--- src/hdl/tdc_pkg.sv ---
`timescale 1ns / 1ps
// ----------------------------------------------------------------------------
// tdc_pkg: shared types and constants for the touch dimmer controller
// Register indexes, reset values and the structs passed between modules.
// ----------------------------------------------------------------------------
package tdc_pkg;

	localparam int unsigned CfgIdxW = 3;

	localparam logic [CfgIdxW-1:0] REG_TOUCH_THRESHOLD = 3'd0;
	localparam logic [CfgIdxW-1:0] REG_LONG_PRESS_MS   = 3'd1;
	localparam logic [CfgIdxW-1:0] REG_MIN_PRESS_MS    = 3'd2;
	localparam logic [CfgIdxW-1:0] REG_MAX_BRIGHTNESS  = 3'd3;
	localparam logic [CfgIdxW-1:0] REG_BRIGHTNESS_STEP = 3'd4;

	localparam int unsigned CfgDataW = 31;

	localparam logic [30:0] RST_TOUCH_THRESHOLD = 31'd100;
	localparam logic [15:0] RST_LONG_PRESS_MS   = 16'd2000;
	localparam logic [15:0] RST_MIN_PRESS_MS    = 16'd200;
	localparam logic [7:0]  RST_MAX_BRIGHTNESS  = 8'd255;
	localparam logic [7:0]  RST_BRIGHTNESS_STEP = 8'd5;

	typedef struct packed {
		logic [30:0] touch_threshold;
		logic [15:0] long_press_ms;
		logic [15:0] min_press_ms;
		logic [7:0]  max_brightness;
		logic [7:0]  brightness_step;
	} cfg_t;

	typedef struct packed {
		logic [7:0] pwm_level;
		logic       level_updated;
		logic       lamp_is_on;
	} result_t;

endpackage

--- src/hdl/tdc_regs.sv ---
`timescale 1ns / 1ps
// ----------------------------------------------------------------------------
// tdc_regs: configuration register file
// Holds the five settings; writes to unknown indexes are dropped.
// ----------------------------------------------------------------------------
module tdc_regs (
	input  logic                            clk,
	input  logic                            arst_n,
	input  logic                            cfg_valid,
	input  logic [tdc_pkg::CfgIdxW-1:0]     cfg_index,
	input  logic [tdc_pkg::CfgDataW-1:0]    cfg_data,
	output tdc_pkg::cfg_t                   cfg
);

	tdc_pkg::cfg_t cfg_q;

	always_ff @(posedge clk or negedge arst_n) begin
		if (!arst_n) begin
			cfg_q.touch_threshold <= tdc_pkg::RST_TOUCH_THRESHOLD;
			cfg_q.long_press_ms   <= tdc_pkg::RST_LONG_PRESS_MS;
			cfg_q.min_press_ms    <= tdc_pkg::RST_MIN_PRESS_MS;
			cfg_q.max_brightness  <= tdc_pkg::RST_MAX_BRIGHTNESS;
			cfg_q.brightness_step <= tdc_pkg::RST_BRIGHTNESS_STEP;
		end else if (cfg_valid) begin
			case (cfg_index)
				tdc_pkg::REG_TOUCH_THRESHOLD: cfg_q.touch_threshold <= cfg_data[30:0];
				tdc_pkg::REG_LONG_PRESS_MS:   cfg_q.long_press_ms   <= cfg_data[15:0];
				tdc_pkg::REG_MIN_PRESS_MS:    cfg_q.min_press_ms    <= cfg_data[15:0];
				tdc_pkg::REG_MAX_BRIGHTNESS:  cfg_q.max_brightness  <= cfg_data[7:0];
				tdc_pkg::REG_BRIGHTNESS_STEP: cfg_q.brightness_step <= cfg_data[7:0];
				default: ;
			endcase
		end
	end

	assign cfg = cfg_q;

endmodule

--- src/hdl/tdc_core.sv ---
`timescale 1ns / 1ps
// ----------------------------------------------------------------------------
// tdc_core: touch state and brightness update
// Holds touch/lamp state; computes the next state and result for one sample.
// ----------------------------------------------------------------------------
module tdc_core (
	input  logic                   clk,
	input  logic                   arst_n,
	input  tdc_pkg::cfg_t          cfg,
	input  logic                   step,
	input  logic signed [31:0]     sensor_reading,
	input  logic [31:0]            now_ms,
	output tdc_pkg::result_t       res
);

	logic        touch_held_q;
	logic [31:0] touch_start_q;
	logic [7:0]  level_q;
	logic        lamp_q;

	logic        touched;
	logic [31:0] held_for;
	logic        past_long;
	logic        past_min;
	logic [8:0]  ramp_sum;
	logic        held_n;
	logic [31:0] start_n;
	logic [7:0]  level_n;
	logic        lamp_n;
	logic        updated;

	assign touched   = sensor_reading > $signed({1'b0, cfg.touch_threshold});
	assign held_for  = now_ms - touch_start_q;
	assign past_long = held_for >= {16'd0, cfg.long_press_ms};
	assign past_min  = held_for >= {16'd0, cfg.min_press_ms};
	assign ramp_sum  = {1'b0, level_q} + {1'b0, cfg.brightness_step};

	always_comb begin
		held_n  = touch_held_q;
		start_n = touch_start_q;
		level_n = level_q;
		lamp_n  = lamp_q;
		updated = 1'b0;
		if (touched) begin
			if (!touch_held_q) begin
				start_n = now_ms;
				held_n  = 1'b1;
			end else if (past_long) begin
				lamp_n  = 1'b1;
				updated = 1'b1;
				if (level_q < cfg.max_brightness) begin
					level_n = (ramp_sum > {1'b0, cfg.max_brightness}) ?
						cfg.max_brightness : ramp_sum[7:0];
				end else begin
					level_n = '0;
				end
			end
		end else if (touch_held_q) begin
			held_n = 1'b0;
			if (past_min && !past_long) begin
				if (!lamp_q && level_q == '0) begin
					level_n = cfg.max_brightness;
				end
				lamp_n  = !lamp_q;
				updated = 1'b1;
			end
		end
	end

	always_ff @(posedge clk or negedge arst_n) begin
		if (!arst_n) begin
			touch_held_q  <= 1'b0;
			touch_start_q <= '0;
			level_q       <= '0;
			lamp_q        <= 1'b0;
		end else if (step) begin
			touch_held_q  <= held_n;
			touch_start_q <= start_n;
			level_q       <= level_n;
			lamp_q        <= lamp_n;
		end
	end

	assign res.pwm_level     = lamp_n ? level_n : 8'd0;
	assign res.level_updated = updated;
	assign res.lamp_is_on    = lamp_n;

	// lamp state only moves together with an update flag
	a_lamp_change_flagged: assert property (@(posedge clk) disable iff (!arst_n)
		step && (lamp_n != lamp_q) |-> updated)
		else $error("lamp state changed without update");
	// a touch-start sample never changes the level
	a_start_no_update: assert property (@(posedge clk) disable iff (!arst_n)
		step && touched && !touch_held_q |-> !updated && level_n == level_q)
		else $error("touch start changed the level");

endmodule

--- src/hdl/touch_dimmer_controller.sv ---
`timescale 1ns / 1ps
// ----------------------------------------------------------------------------
// touch_dimmer_controller: one-button touch lamp dimmer
// Sample register, state update and result register for a touch lamp.
// ----------------------------------------------------------------------------
// Usage:
//   Input channel (in_valid/in_stall) carries one sensor sample per transfer:
//   sensor_reading (signed) and now_ms (wrapping ms timestamp).
//   Output channel (out_valid/out_stall) returns one result per sample:
//   pwm_level, level_updated, lamp_is_on.
//   Config channel (cfg_valid/cfg_ready, cfg_index, cfg_data) writes the five
//   settings; cfg_ready is always high. Write only while the block is idle.
// Timing:
//   A sample passes through the input register, then the result register,
//   which is loaded as the touch/lamp state updates. Throughput is one sample
//   per cycle while the output is not stalled.
// Reset:
//   arst_n clears valid and core state: lamp off, level 0, no touch, default settings.
// Stall:
//   When out_stall holds a pending result, the sample register keeps its item
//   and in_stall rises once it is occupied; nothing is dropped or repeated.
// ----------------------------------------------------------------------------
module touch_dimmer_controller (
	input  logic                            clk,
	input  logic                            arst_n,
	input  logic                            in_valid,
	output logic                            in_stall,
	input  logic signed [31:0]              sensor_reading,
	input  logic [31:0]                     now_ms,
	output logic                            out_valid,
	input  logic                            out_stall,
	output logic [7:0]                      pwm_level,
	output logic                            level_updated,
	output logic                            lamp_is_on,
	input  logic                            cfg_valid,
	output logic                            cfg_ready,
	input  logic [tdc_pkg::CfgIdxW-1:0]     cfg_index,
	input  logic [tdc_pkg::CfgDataW-1:0]    cfg_data
);

	tdc_pkg::cfg_t    cfg;
	tdc_pkg::result_t res;
	tdc_pkg::result_t res_s2;

	logic               valid_s1;
	logic signed [31:0] reading_s1;
	logic [31:0]        now_s1;
	logic               valid_s2;
	logic               advance;
	logic               in_xfer;

	assign cfg_ready = 1'b1;

	tdc_regs u_regs (
		.clk       (clk),
		.arst_n    (arst_n),
		.cfg_valid (cfg_valid),
		.cfg_index (cfg_index),
		.cfg_data  (cfg_data),
		.cfg       (cfg)
	);

	// sample moves into the result register when that register is free
	// or being drained in this cycle
	assign advance  = valid_s1 && (!valid_s2 || !out_stall);
	assign in_stall = valid_s1 && !advance;
	assign in_xfer  = in_valid && !in_stall;

	always_ff @(posedge clk or negedge arst_n) begin
		if (!arst_n) begin
			valid_s1 <= 1'b0;
		end else if (in_xfer) begin
			valid_s1 <= 1'b1;
		end else if (advance) begin
			valid_s1 <= 1'b0;
		end
	end

	always_ff @(posedge clk) begin
		if (in_xfer) begin
			reading_s1 <= sensor_reading;
			now_s1     <= now_ms;
		end
	end

	tdc_core u_core (
		.clk            (clk),
		.arst_n         (arst_n),
		.cfg            (cfg),
		.step           (advance),
		.sensor_reading (reading_s1),
		.now_ms         (now_s1),
		.res            (res)
	);

	always_ff @(posedge clk or negedge arst_n) begin
		if (!arst_n) begin
			valid_s2 <= 1'b0;
		end else if (advance) begin
			valid_s2 <= 1'b1;
		end else if (!out_stall) begin
			valid_s2 <= 1'b0;
		end
	end

	always_ff @(posedge clk) begin
		if (advance) begin
			res_s2 <= res;
		end
	end

	assign out_valid     = valid_s2;
	assign pwm_level     = res_s2.pwm_level;
	assign level_updated = res_s2.level_updated;
	assign lamp_is_on    = res_s2.lamp_is_on;

	// input only backs up when both stages hold items and the output is stalled
	a_stall_cause: assert property (@(posedge clk) disable iff (!arst_n)
		in_stall |-> valid_s1 && valid_s2 && out_stall)
		else $error("input stalled without a full pipe");
	// a sample that leaves stage one always shows up as a result
	a_advance_lands: assert property (@(posedge clk) disable iff (!arst_n)
		advance |=> valid_s2)
		else $error("advanced sample lost");
	// lamp off always drives the LED dark
	a_off_dark: assert property (@(posedge clk) disable iff (!arst_n)
		valid_s2 && !lamp_is_on |-> pwm_level == 8'd0)
		else $error("lamp off with nonzero level");

endmodule
--- config.mk ---
export PLATFORM = sky130hd
export DESIGN_NAME = touch_dimmer_controller
export DESIGN_NICKNAME = d
export VERILOG_FILES = /design/src/hdl/tdc_pkg.sv /design/src/hdl/tdc_regs.sv /design/src/hdl/tdc_core.sv /design/src/hdl/touch_dimmer_controller.sv
export SDC_FILE = /design/constraint.sdc
export NUM_CORES = 1
export LEC_CHECK = 0
export ABC_CLOCK_PERIOD_IN_PS = 5200
export BUFFER_PORTS_ARGS = -buffer_cell sky130_fd_sc_hd__buf_4
export CAP_MARGIN = 0
export CORE_UTILIZATION = 45
export DETAILED_ROUTE_END_ITERATION = 8
export PLACE_DENSITY = 0.74
export RECOVER_POWER = 100
export SYNTH_ARGS = -nofsm -noshare
export SYNTH_HDL_FRONTEND = slang
export SYNTH_SLANG_ARGS = --single-unit
--- constraint.sdc ---
create_clock -name clk -period 5.2 [get_ports clk]
set_input_delay 0.78 -clock clk [delete_from_list [all_inputs] [get_ports clk]]
set_output_delay 0.78 -clock clk [all_outputs]
set_load 0.01 [all_outputs]
======== After elaboration in Yosys (flattened, before gate mapping) ========
Cells that the tools add are included.
storage, ports and cells
  register bits after elaboration ......... 197
  output and inout port bits .............. 13
  word-level logic and storage cells ...... 73
operators by class
  $add $sub $neg .......................... 2
  $lt $le $gt $ge ......................... 5
  eq/ne operators ......................... 5
  muxes and demuxes ....................... 23
  bitwise logic cells ..................... 1
  reductions and logical operators ........ 21
operator list
  operator                                                         number
  32-bit by 16-bit greater-or-equal comparator with 1-bit output   2
  8-bit two-way mux                                                8
  32-bit > comparator                                              1
  32-bit subtractor                                                1
  1-bit two-way mux                                                15
  2-bit AND reduction                                              5
  8-bit by 8-bit adder with 9-bit output                           1
  9-bit by 8-bit > comparator with 1-bit output                    1
  8-bit logical NOT                                                1
  8-bit less-than comparator                                       1
  3-bit by 2-bit == test with 1-bit output, second input constant  2
  1-bit logical NOT                                                6
  1-bit logical AND                                                5
  3-bit by 1-bit == test with 1-bit output, second input constant  1
  3-bit == test, second input constant                             1
  3-bit logical NOT                                                1
  3-bit AND reduction                                              1
  2-bit by 1-bit != test with 1-bit output, second input constant  1
  2-bit nonzero test                                               1
  1-bit logical OR                                                 1
  1-bit NOT                                                        1

======== Logic depth before layout (Yosys ltp) ========
  depth after elaboration ................. 8
  gate-level depth with buffers ........... 21
  mapped depth without buffers ............ 20

======== Hierarchy ========
From an unflattened synthesis, not the netlist that was laid out.
second synthesis, totals
  cell total of the unflattened synthesis .. 1104
  area total of the unflattened synthesis .. 11733.8 µm²
by module, submodules not included
  module                   instances  cells each  area each (µm²)
  tdc_core                 1          849         6333.6
  tdc_regs                 1          171         3074.2
  touch_dimmer_controller  1          84          2326.0

======== Worst setup path before layout ========
OpenSTA, ideal clock, no wires.
  path type ............................... register to register
  start point ............................. reg u_core.touch_start_q[0]
  end point ............................... reg res_s2, in the netlist pwm_level[4] (data pin)
  setup time .............................. 269 ps
  arrival ................................. 4182 ps
  data required time ...................... 4931 ps
  slack ................................... 749 ps
  cell stages (with the launch flop) ...... 20
  period minus slack after synthesis ...... 4451 ps
  cell sequence ........................... dfrtp_1 ha_1 fa_1 nand2b_1 a21oi_2 nor3b_2 o21a_1 xnor2_1 ha_1 a21oi_1 nor2b_1 a2111oi_0 a211oi_1 nor3_1 o221ai_2 or4_4 o31ai_4 buf_6 or3_1 a41oi_2
on the way
  cells in the longest elaborated chain, start to end .. 7
ends and longest elaborated chain
  item                                                            line                            text
  start: declaration                                              tdc_core.sv:17                  logic [31:0] touch_start_q;
  start signal: assignment                                        tdc_core.sv:78                  touch_start_q <= start_n;
  32-bit subtractor *                                             tdc_core.sv:33                  assign held_for = now_ms - touch_start_q;
  32-bit by 16-bit greater-or-equal comparator with 1-bit output  tdc_core.sv:34                  assign past_long = held_for >= {16'd0, cfg.long_press_ms};
  1-bit logical NOT                                               tdc_core.sv:60                  if (past_min && !past_long) begin
  1-bit logical AND                                               tdc_core.sv:60
  8-bit two-way mux or 1-bit two-way mux (tied branches)          tdc_core.sv:60
  8-bit two-way mux or 1-bit two-way mux (tied branches)          tdc_core.sv:58                  end else if (touch_held_q) begin
  8-bit two-way mux or 1-bit two-way mux (tied branches)          tdc_core.sv:44                  if (touched) begin
  end signal: assignment                                          touch_dimmer_controller.sv:108  res_s2 <= res;
  end: declaration                                                touch_dimmer_controller.sv:43   tdc_pkg::result_t res_s2;
Mark *: on every way between the ends. The rest lies on a longest branch, timed or not.
A chain may end at the register's enable or synchronous reset.

======== Final worst setup path ========
  start point ............................. reg now_s1[4]
  end point ............................... reg res_s2, in the netlist pwm_level[0] (data pin)
on the way
  cells in the longest elaborated chain, start to end .. 7
ends and longest elaborated chain
  item                                                            line                           text
  start: declaration                                              touch_dimmer_controller.sv:47  logic [31:0] now_s1;
  start signal: assignment                                        touch_dimmer_controller.sv:82  now_s1 <= now_ms;
  32-bit subtractor *                                             tdc_core.sv:33
  32-bit by 16-bit greater-or-equal comparator with 1-bit output  tdc_core.sv:34
  1-bit logical NOT                                               tdc_core.sv:60
  1-bit logical AND                                               tdc_core.sv:60
  8-bit two-way mux or 1-bit two-way mux (tied branches)          tdc_core.sv:60
  8-bit two-way mux or 1-bit two-way mux (tied branches)          tdc_core.sv:58
  8-bit two-way mux or 1-bit two-way mux (tied branches)          tdc_core.sv:44
Marked as above.

==> impl_summary.txt <==
----------------------------------------------------
[Power]
  Part of the total power dissipated in the clock network ... a little under a fifth
  Proportion of power drawn by flip-flops and latches ... 30.4%
  Sw power ... 2.974 mW
  Power density relative to cell area ... about 530 mW/mm2
  Power Total ... 7.094 mW
  Combinational cell fraction of total power ... 50.8%
  P_int ... 4.121 mW
  Share of total power consumed by net switching ... between 40% and 50%
  Static Leakage ... 5.874 nW
  IR Drop Worst-Case VDD ... 255.3 uV

[Timing]
  Max Transition Viols Final ... 232
  Worst slew pin tran ... around 3.9 ns
  Setup Viol. Count Final ... 0
  Fin crit share ... between 90% and 100%
  Worst slew margin relative to its limit ... -160.5%
  Clock period minus worst slack ... between 4 and 5 ns
  Setup total negative slack ... 0 ns
  Number of endpoints with negative hold slack in the final report ... 0
  Setup repair after global routing missed its margin ... no
  Setup clock skew after layout ... 0.01356 ns
  FMAX ... 0.2045 GHz

[Flow run]
  Max-cap violation count ... 4

[Yosys]
  Yosys warns ... 0
  Unique cell type count in the Yosys netlist ... 89
  Post-synth net total ... 1366
  Dominant register cell in the synthesized netlist ... sky130_fd_sc_hd__dfrtp_1
  Synthesized instance count ... 1144
  Synth Register Bits ... 197
  Synthesized area divided by synthesized cell count ... 10.30 um2
  Sequential area share after synthesis ... 45.21%
  Netlist area before placement ... between 0.01 and 0.015 mm2
  Post-synthesis async set-or-reset flop share ... 62.44%
  Number of flops mapped to enable cells by yosys ... 74

[Final layout]
  Fraction of final layout cells sized beyond drive strength 1 ... about a fifth
  Net count, final ... 1480
  Number of antenna cells inserted ... 0
  Area growth from synthesis to layout ... 14.42%

[Routing]
  Total detailed-routing wirelength ... 26.66 mm
  Via count ... 8833
  Via count normalized by instance count ... 5.517
  ANT nets after route ... 0
  Avg WL per Cell ... ~17 um
  Count of unresolved DRC violations after routing ... 0
  Number of DRC violations after detailed-routing iteration 0 ... 623
  Number of optimization iterations in the first detailed-route pass ... 6

[Min path]
  Path category of the worst min-delay check ... reg -> reg

[Floorplan]
  Placeable core region ... 0.02540 mm2
  Full die area ... 0.02684 mm2
  Number of placed I/O pins ... 116
  Floorplan die height ... approximately 160 um
  Initial cell density of the core ... roughly 46%
  Die outline width ... about 160 um
  Number of placement rows ... 58

[Global routing]
  Global route total overflow ... 0
  Total Routing Usage GR ... between 20% and 30%
  Antenna violations before repair ... 0
  Maximum number of pins on one net before global-route repair ... 73
  First-pass GRT wire length ... 43.79 mm
  Via count of the first global-routing pass ... 8802

[Clock tree]
  Clock transition time at the flip-flop clock pins of the worst setup and hold paths ... around 0.080 ns
  Number of buffers added by the clock tree synthesis step ... 17
  CTS Root Buffer Type ... sky130_fd_sc_hd__clkbuf_16
  CTS sink cnt ... 197
  Worst-case clock buffer depth ... 2
  Clock H-tree levels ... 4
  Clock latency at the later pin of the worst-skew pair ... 0.45 ns
  CTS tree ... yes

[Placement]
  Detailed Place HPWL ... 20.11 mm
  Final estimated routing congestion in global placement ... roughly 0.9
  Port buffer count ... between 100 and 150

[Status]
  Violated checks ... max-capacitance violations, max-slew violations
  Run status ... finished with violations

[Setup path]
  Crit Path Max Fanout ... 9
  Arrival time worst endpoint ... 5.07 ns
  Startpoint class of the critical path ... register
  Critical path class ... reg -> reg
  Req. time, crit path ... about 5.4 ns
  Kind of capture point of the worst setup path ... register

----------------------------------------------------
-- metal layers --
metal | global-route usage, % | wire, um | vias to the layer above
met1 | 26.91 | 12100 | 4233
met2 | 35.52 | 12940 | 207
li1 | - | - | 4353
met3 | 3.409 | 1097 | 40
met5 | 0 | 0 | -
met4 | 6.692 | 522 | 0
-- through the flow --
| step | worst slack [ns] | cell area, um2 | instances | hold slack (ns) | util, % |
|---|---|---|---|---|---|
| after CTS | 0.1709 | 13590 | 1599 | 0.4897 | 53.50 |
| after global placement | 0.2627 | 12990 | 1567 | 0.4650 | 51.16 |
| after global routing | 0.01154 | 13480 | 1601 | 0.5109 | 53.09 |
| after detailed placement | 0.1767 | 12990 | 1567 | 0.4739 | 51.16 |
| after floorplan | 0.7485 | 11790 | 1144 | 0.4538 | - |
| final | 0.3103 | 13480 | 1601 | 0.4870 | 53.09 |
-- cell usage after synthesis, types with 4 or more instances --
master                     number  area, um2
sky130_fd_sc_hd__o21ai_1        7      35.03
sky130_fd_sc_hd__buf_2          7      35.03
sky130_fd_sc_hd__a211oi_1       6      45.04
sky130_fd_sc_hd__and2_1         5      31.28
sky130_fd_sc_hd__nand2b_1      12      75.07
sky130_fd_sc_hd__dfrtp_1      101       2527
sky130_fd_sc_hd__o21a_1        13      97.59
sky130_fd_sc_hd__dfstp_2       22      578.1
sky130_fd_sc_hd__o211ai_1       7      52.55
sky130_fd_sc_hd__o21ai_0      100      500.5
sky130_fd_sc_hd__a31oi_1        9      56.30
sky130_fd_sc_hd__clkbuf_1      21      78.83
sky130_fd_sc_hd__and4_1         6      52.55
sky130_fd_sc_hd__nor3_1        19      95.09
sky130_fd_sc_hd__nand3_1       24      120.1
sky130_fd_sc_hd__o31ai_1        7      52.55
sky130_fd_sc_hd__nand2_1      125      469.2
sky130_fd_sc_hd__inv_1        123      461.7
sky130_fd_sc_hd__or3_1          4      25.02
sky130_fd_sc_hd__nor2_1        40      150.1
sky130_fd_sc_hd__or2_2          4      25.02
sky130_fd_sc_hd__a21o_1        30      225.2
sky130_fd_sc_hd__a221oi_1       5      43.79
sky130_fd_sc_hd__xor2_1        14      122.6
sky130_fd_sc_hd__a21oi_1       59      295.3
sky130_fd_sc_hd__nor2b_1        6      37.54
sky130_fd_sc_hd__nor4_1         6      37.54
sky130_fd_sc_hd__edfxtp_1      74       2222
sky130_fd_sc_hd__a21oi_2        4      35.03
sky130_fd_sc_hd__ha_1         117       1464
sky130_fd_sc_hd__nand4_1       18      112.6
sky130_fd_sc_hd__mux2_2        50      563.0
sky130_fd_sc_hd__xnor2_1       15      131.4
-- cells in the final DEF (no fill, tap or decap), types with 14 or more instances in the layout --
master	count
sky130_fd_sc_hd__nand2_1	125
sky130_fd_sc_hd__inv_1	123
sky130_fd_sc_hd__ha_1	117
sky130_fd_sc_hd__dfrtp_1	101
sky130_fd_sc_hd__o21ai_0	100
sky130_fd_sc_hd__edfxtp_1	74
sky130_fd_sc_hd__a21oi_1	59
sky130_fd_sc_hd__clkbuf_4	58
sky130_fd_sc_hd__mux2_2	49
sky130_fd_sc_hd__nor2_1	40
sky130_fd_sc_hd__buf_4	40
sky130_fd_sc_hd__a21o_1	30
sky130_fd_sc_hd__clkbuf_1	27
sky130_fd_sc_hd__nand3_1	24
sky130_fd_sc_hd__dfstp_2	22
sky130_fd_sc_hd__nor3_1	19
sky130_fd_sc_hd__nand4_1	18
sky130_fd_sc_hd__clkbuf_16	18
sky130_fd_sc_hd__xnor2_1	15
sky130_fd_sc_hd__xor2_1	14
-- critical path, cell delays in order, from the launching register on --
cell	delay, ns
sky130_fd_sc_hd__edfxtp_1	0.40
sky130_fd_sc_hd__ha_1	0.39
sky130_fd_sc_hd__o211ai_1	0.11
sky130_fd_sc_hd__a21oi_1	0.37
sky130_fd_sc_hd__nor2_1	0.14
sky130_fd_sc_hd__o21ai_0	0.23
sky130_fd_sc_hd__xor2_1	0.23
sky130_fd_sc_hd__ha_1	0.29
sky130_fd_sc_hd__a21oi_1	0.15
sky130_fd_sc_hd__o21ai_0	0.10
sky130_fd_sc_hd__a2111oi_1	0.39
sky130_fd_sc_hd__a211oi_1	0.15
sky130_fd_sc_hd__nor3_1	0.25
sky130_fd_sc_hd__o221ai_2	0.17
sky130_fd_sc_hd__or4_4	0.61
sky130_fd_sc_hd__a2111o_1	0.41
sky130_fd_sc_hd__nand3_4	0.17
sky130_fd_sc_hd__a31oi_1	0.06
-- state kept, by name (all words and copies together), names as in the netlist --
name	flops
u_regs.cfg	79
valid_s1	1
reading_s1	32
level_updated	1
u_core.touch_start_q	32
u_core.level_q	8
lamp_is_on	1
out_valid	1
pwm_level	8
u_core.touch_held_q	1
now_s1	32
u_core.lamp_q	1
-- power groups by stage --
stage | clock network (mW) | registers (mW) | logic [mW]
3_5_place_dp | 0 | 2.18 | 3.55
5_1_grt | 1.42 | 2.20 | 4.06
2_1_floorplan | 0 | 2.12 | 2.72
4_1_cts | 1.36 | 2.15 | 3.58
3_3_place_gp | 0 | 2.17 | 3.45
6_report | 1.33 | 2.15 | 3.61
-- path summary, 6_finish.rpt --
check	startpoint	end	slack, ns	depth (start not counted)
min	valid_s1	out_valid	0.49	1
max in group asynchronous	arst_n	u_core.touch_start_q[24]	1.12	2
min in group asynchronous	arst_n	u_regs.cfg[65]	1.68	1
max reg2reg	now_s1[4]	pwm_level[0]	0.31	17
min reg2reg	valid_s1	out_valid	0.49	1
max	now_s1[4]	pwm_level[0]	0.31	17
-- area by class of cell --
type                            count  area, um2
Tap cell                          330      412.9
Clock buffer                       19      464.2
Fill cell                        2277      11920
Clock inverter                     13      130.1
Multi-Input combinational cell    792       5841
Inverter                          123      461.7
Timing Repair Buffer              127      847.1
Sequential cell                   197       5328
-- what timing repair did --
action | CTS | global route
resized for setup | 0 | 3
hold buffers | 0 | 0
endpoints found under the setup margin | 0 | 17
setup buffers | 0 | 2
-- cell families (layout without fill, tap and decap cells) --
kind of cell | count (synthesis) | count (layout) | synth area share, %
AO/OA/AOI/OAI | 301 | 301 | 17.46
AND/OR/NAND/NOR | 289 | 289 | 12.15
flip-flops | 197 | 197 | 45.21
buffers and inverters | 155 | 282 | 5.202
adder cells (fa/ha/maj) | 119 | 119 | 12.76
multiplexers | 53 | 53 | 5.032
XOR/XNOR | 29 | 29 | 2.155
other | 1 | 1 | 0.03182
No activity file was read; power rests on OpenSTA's default activity.
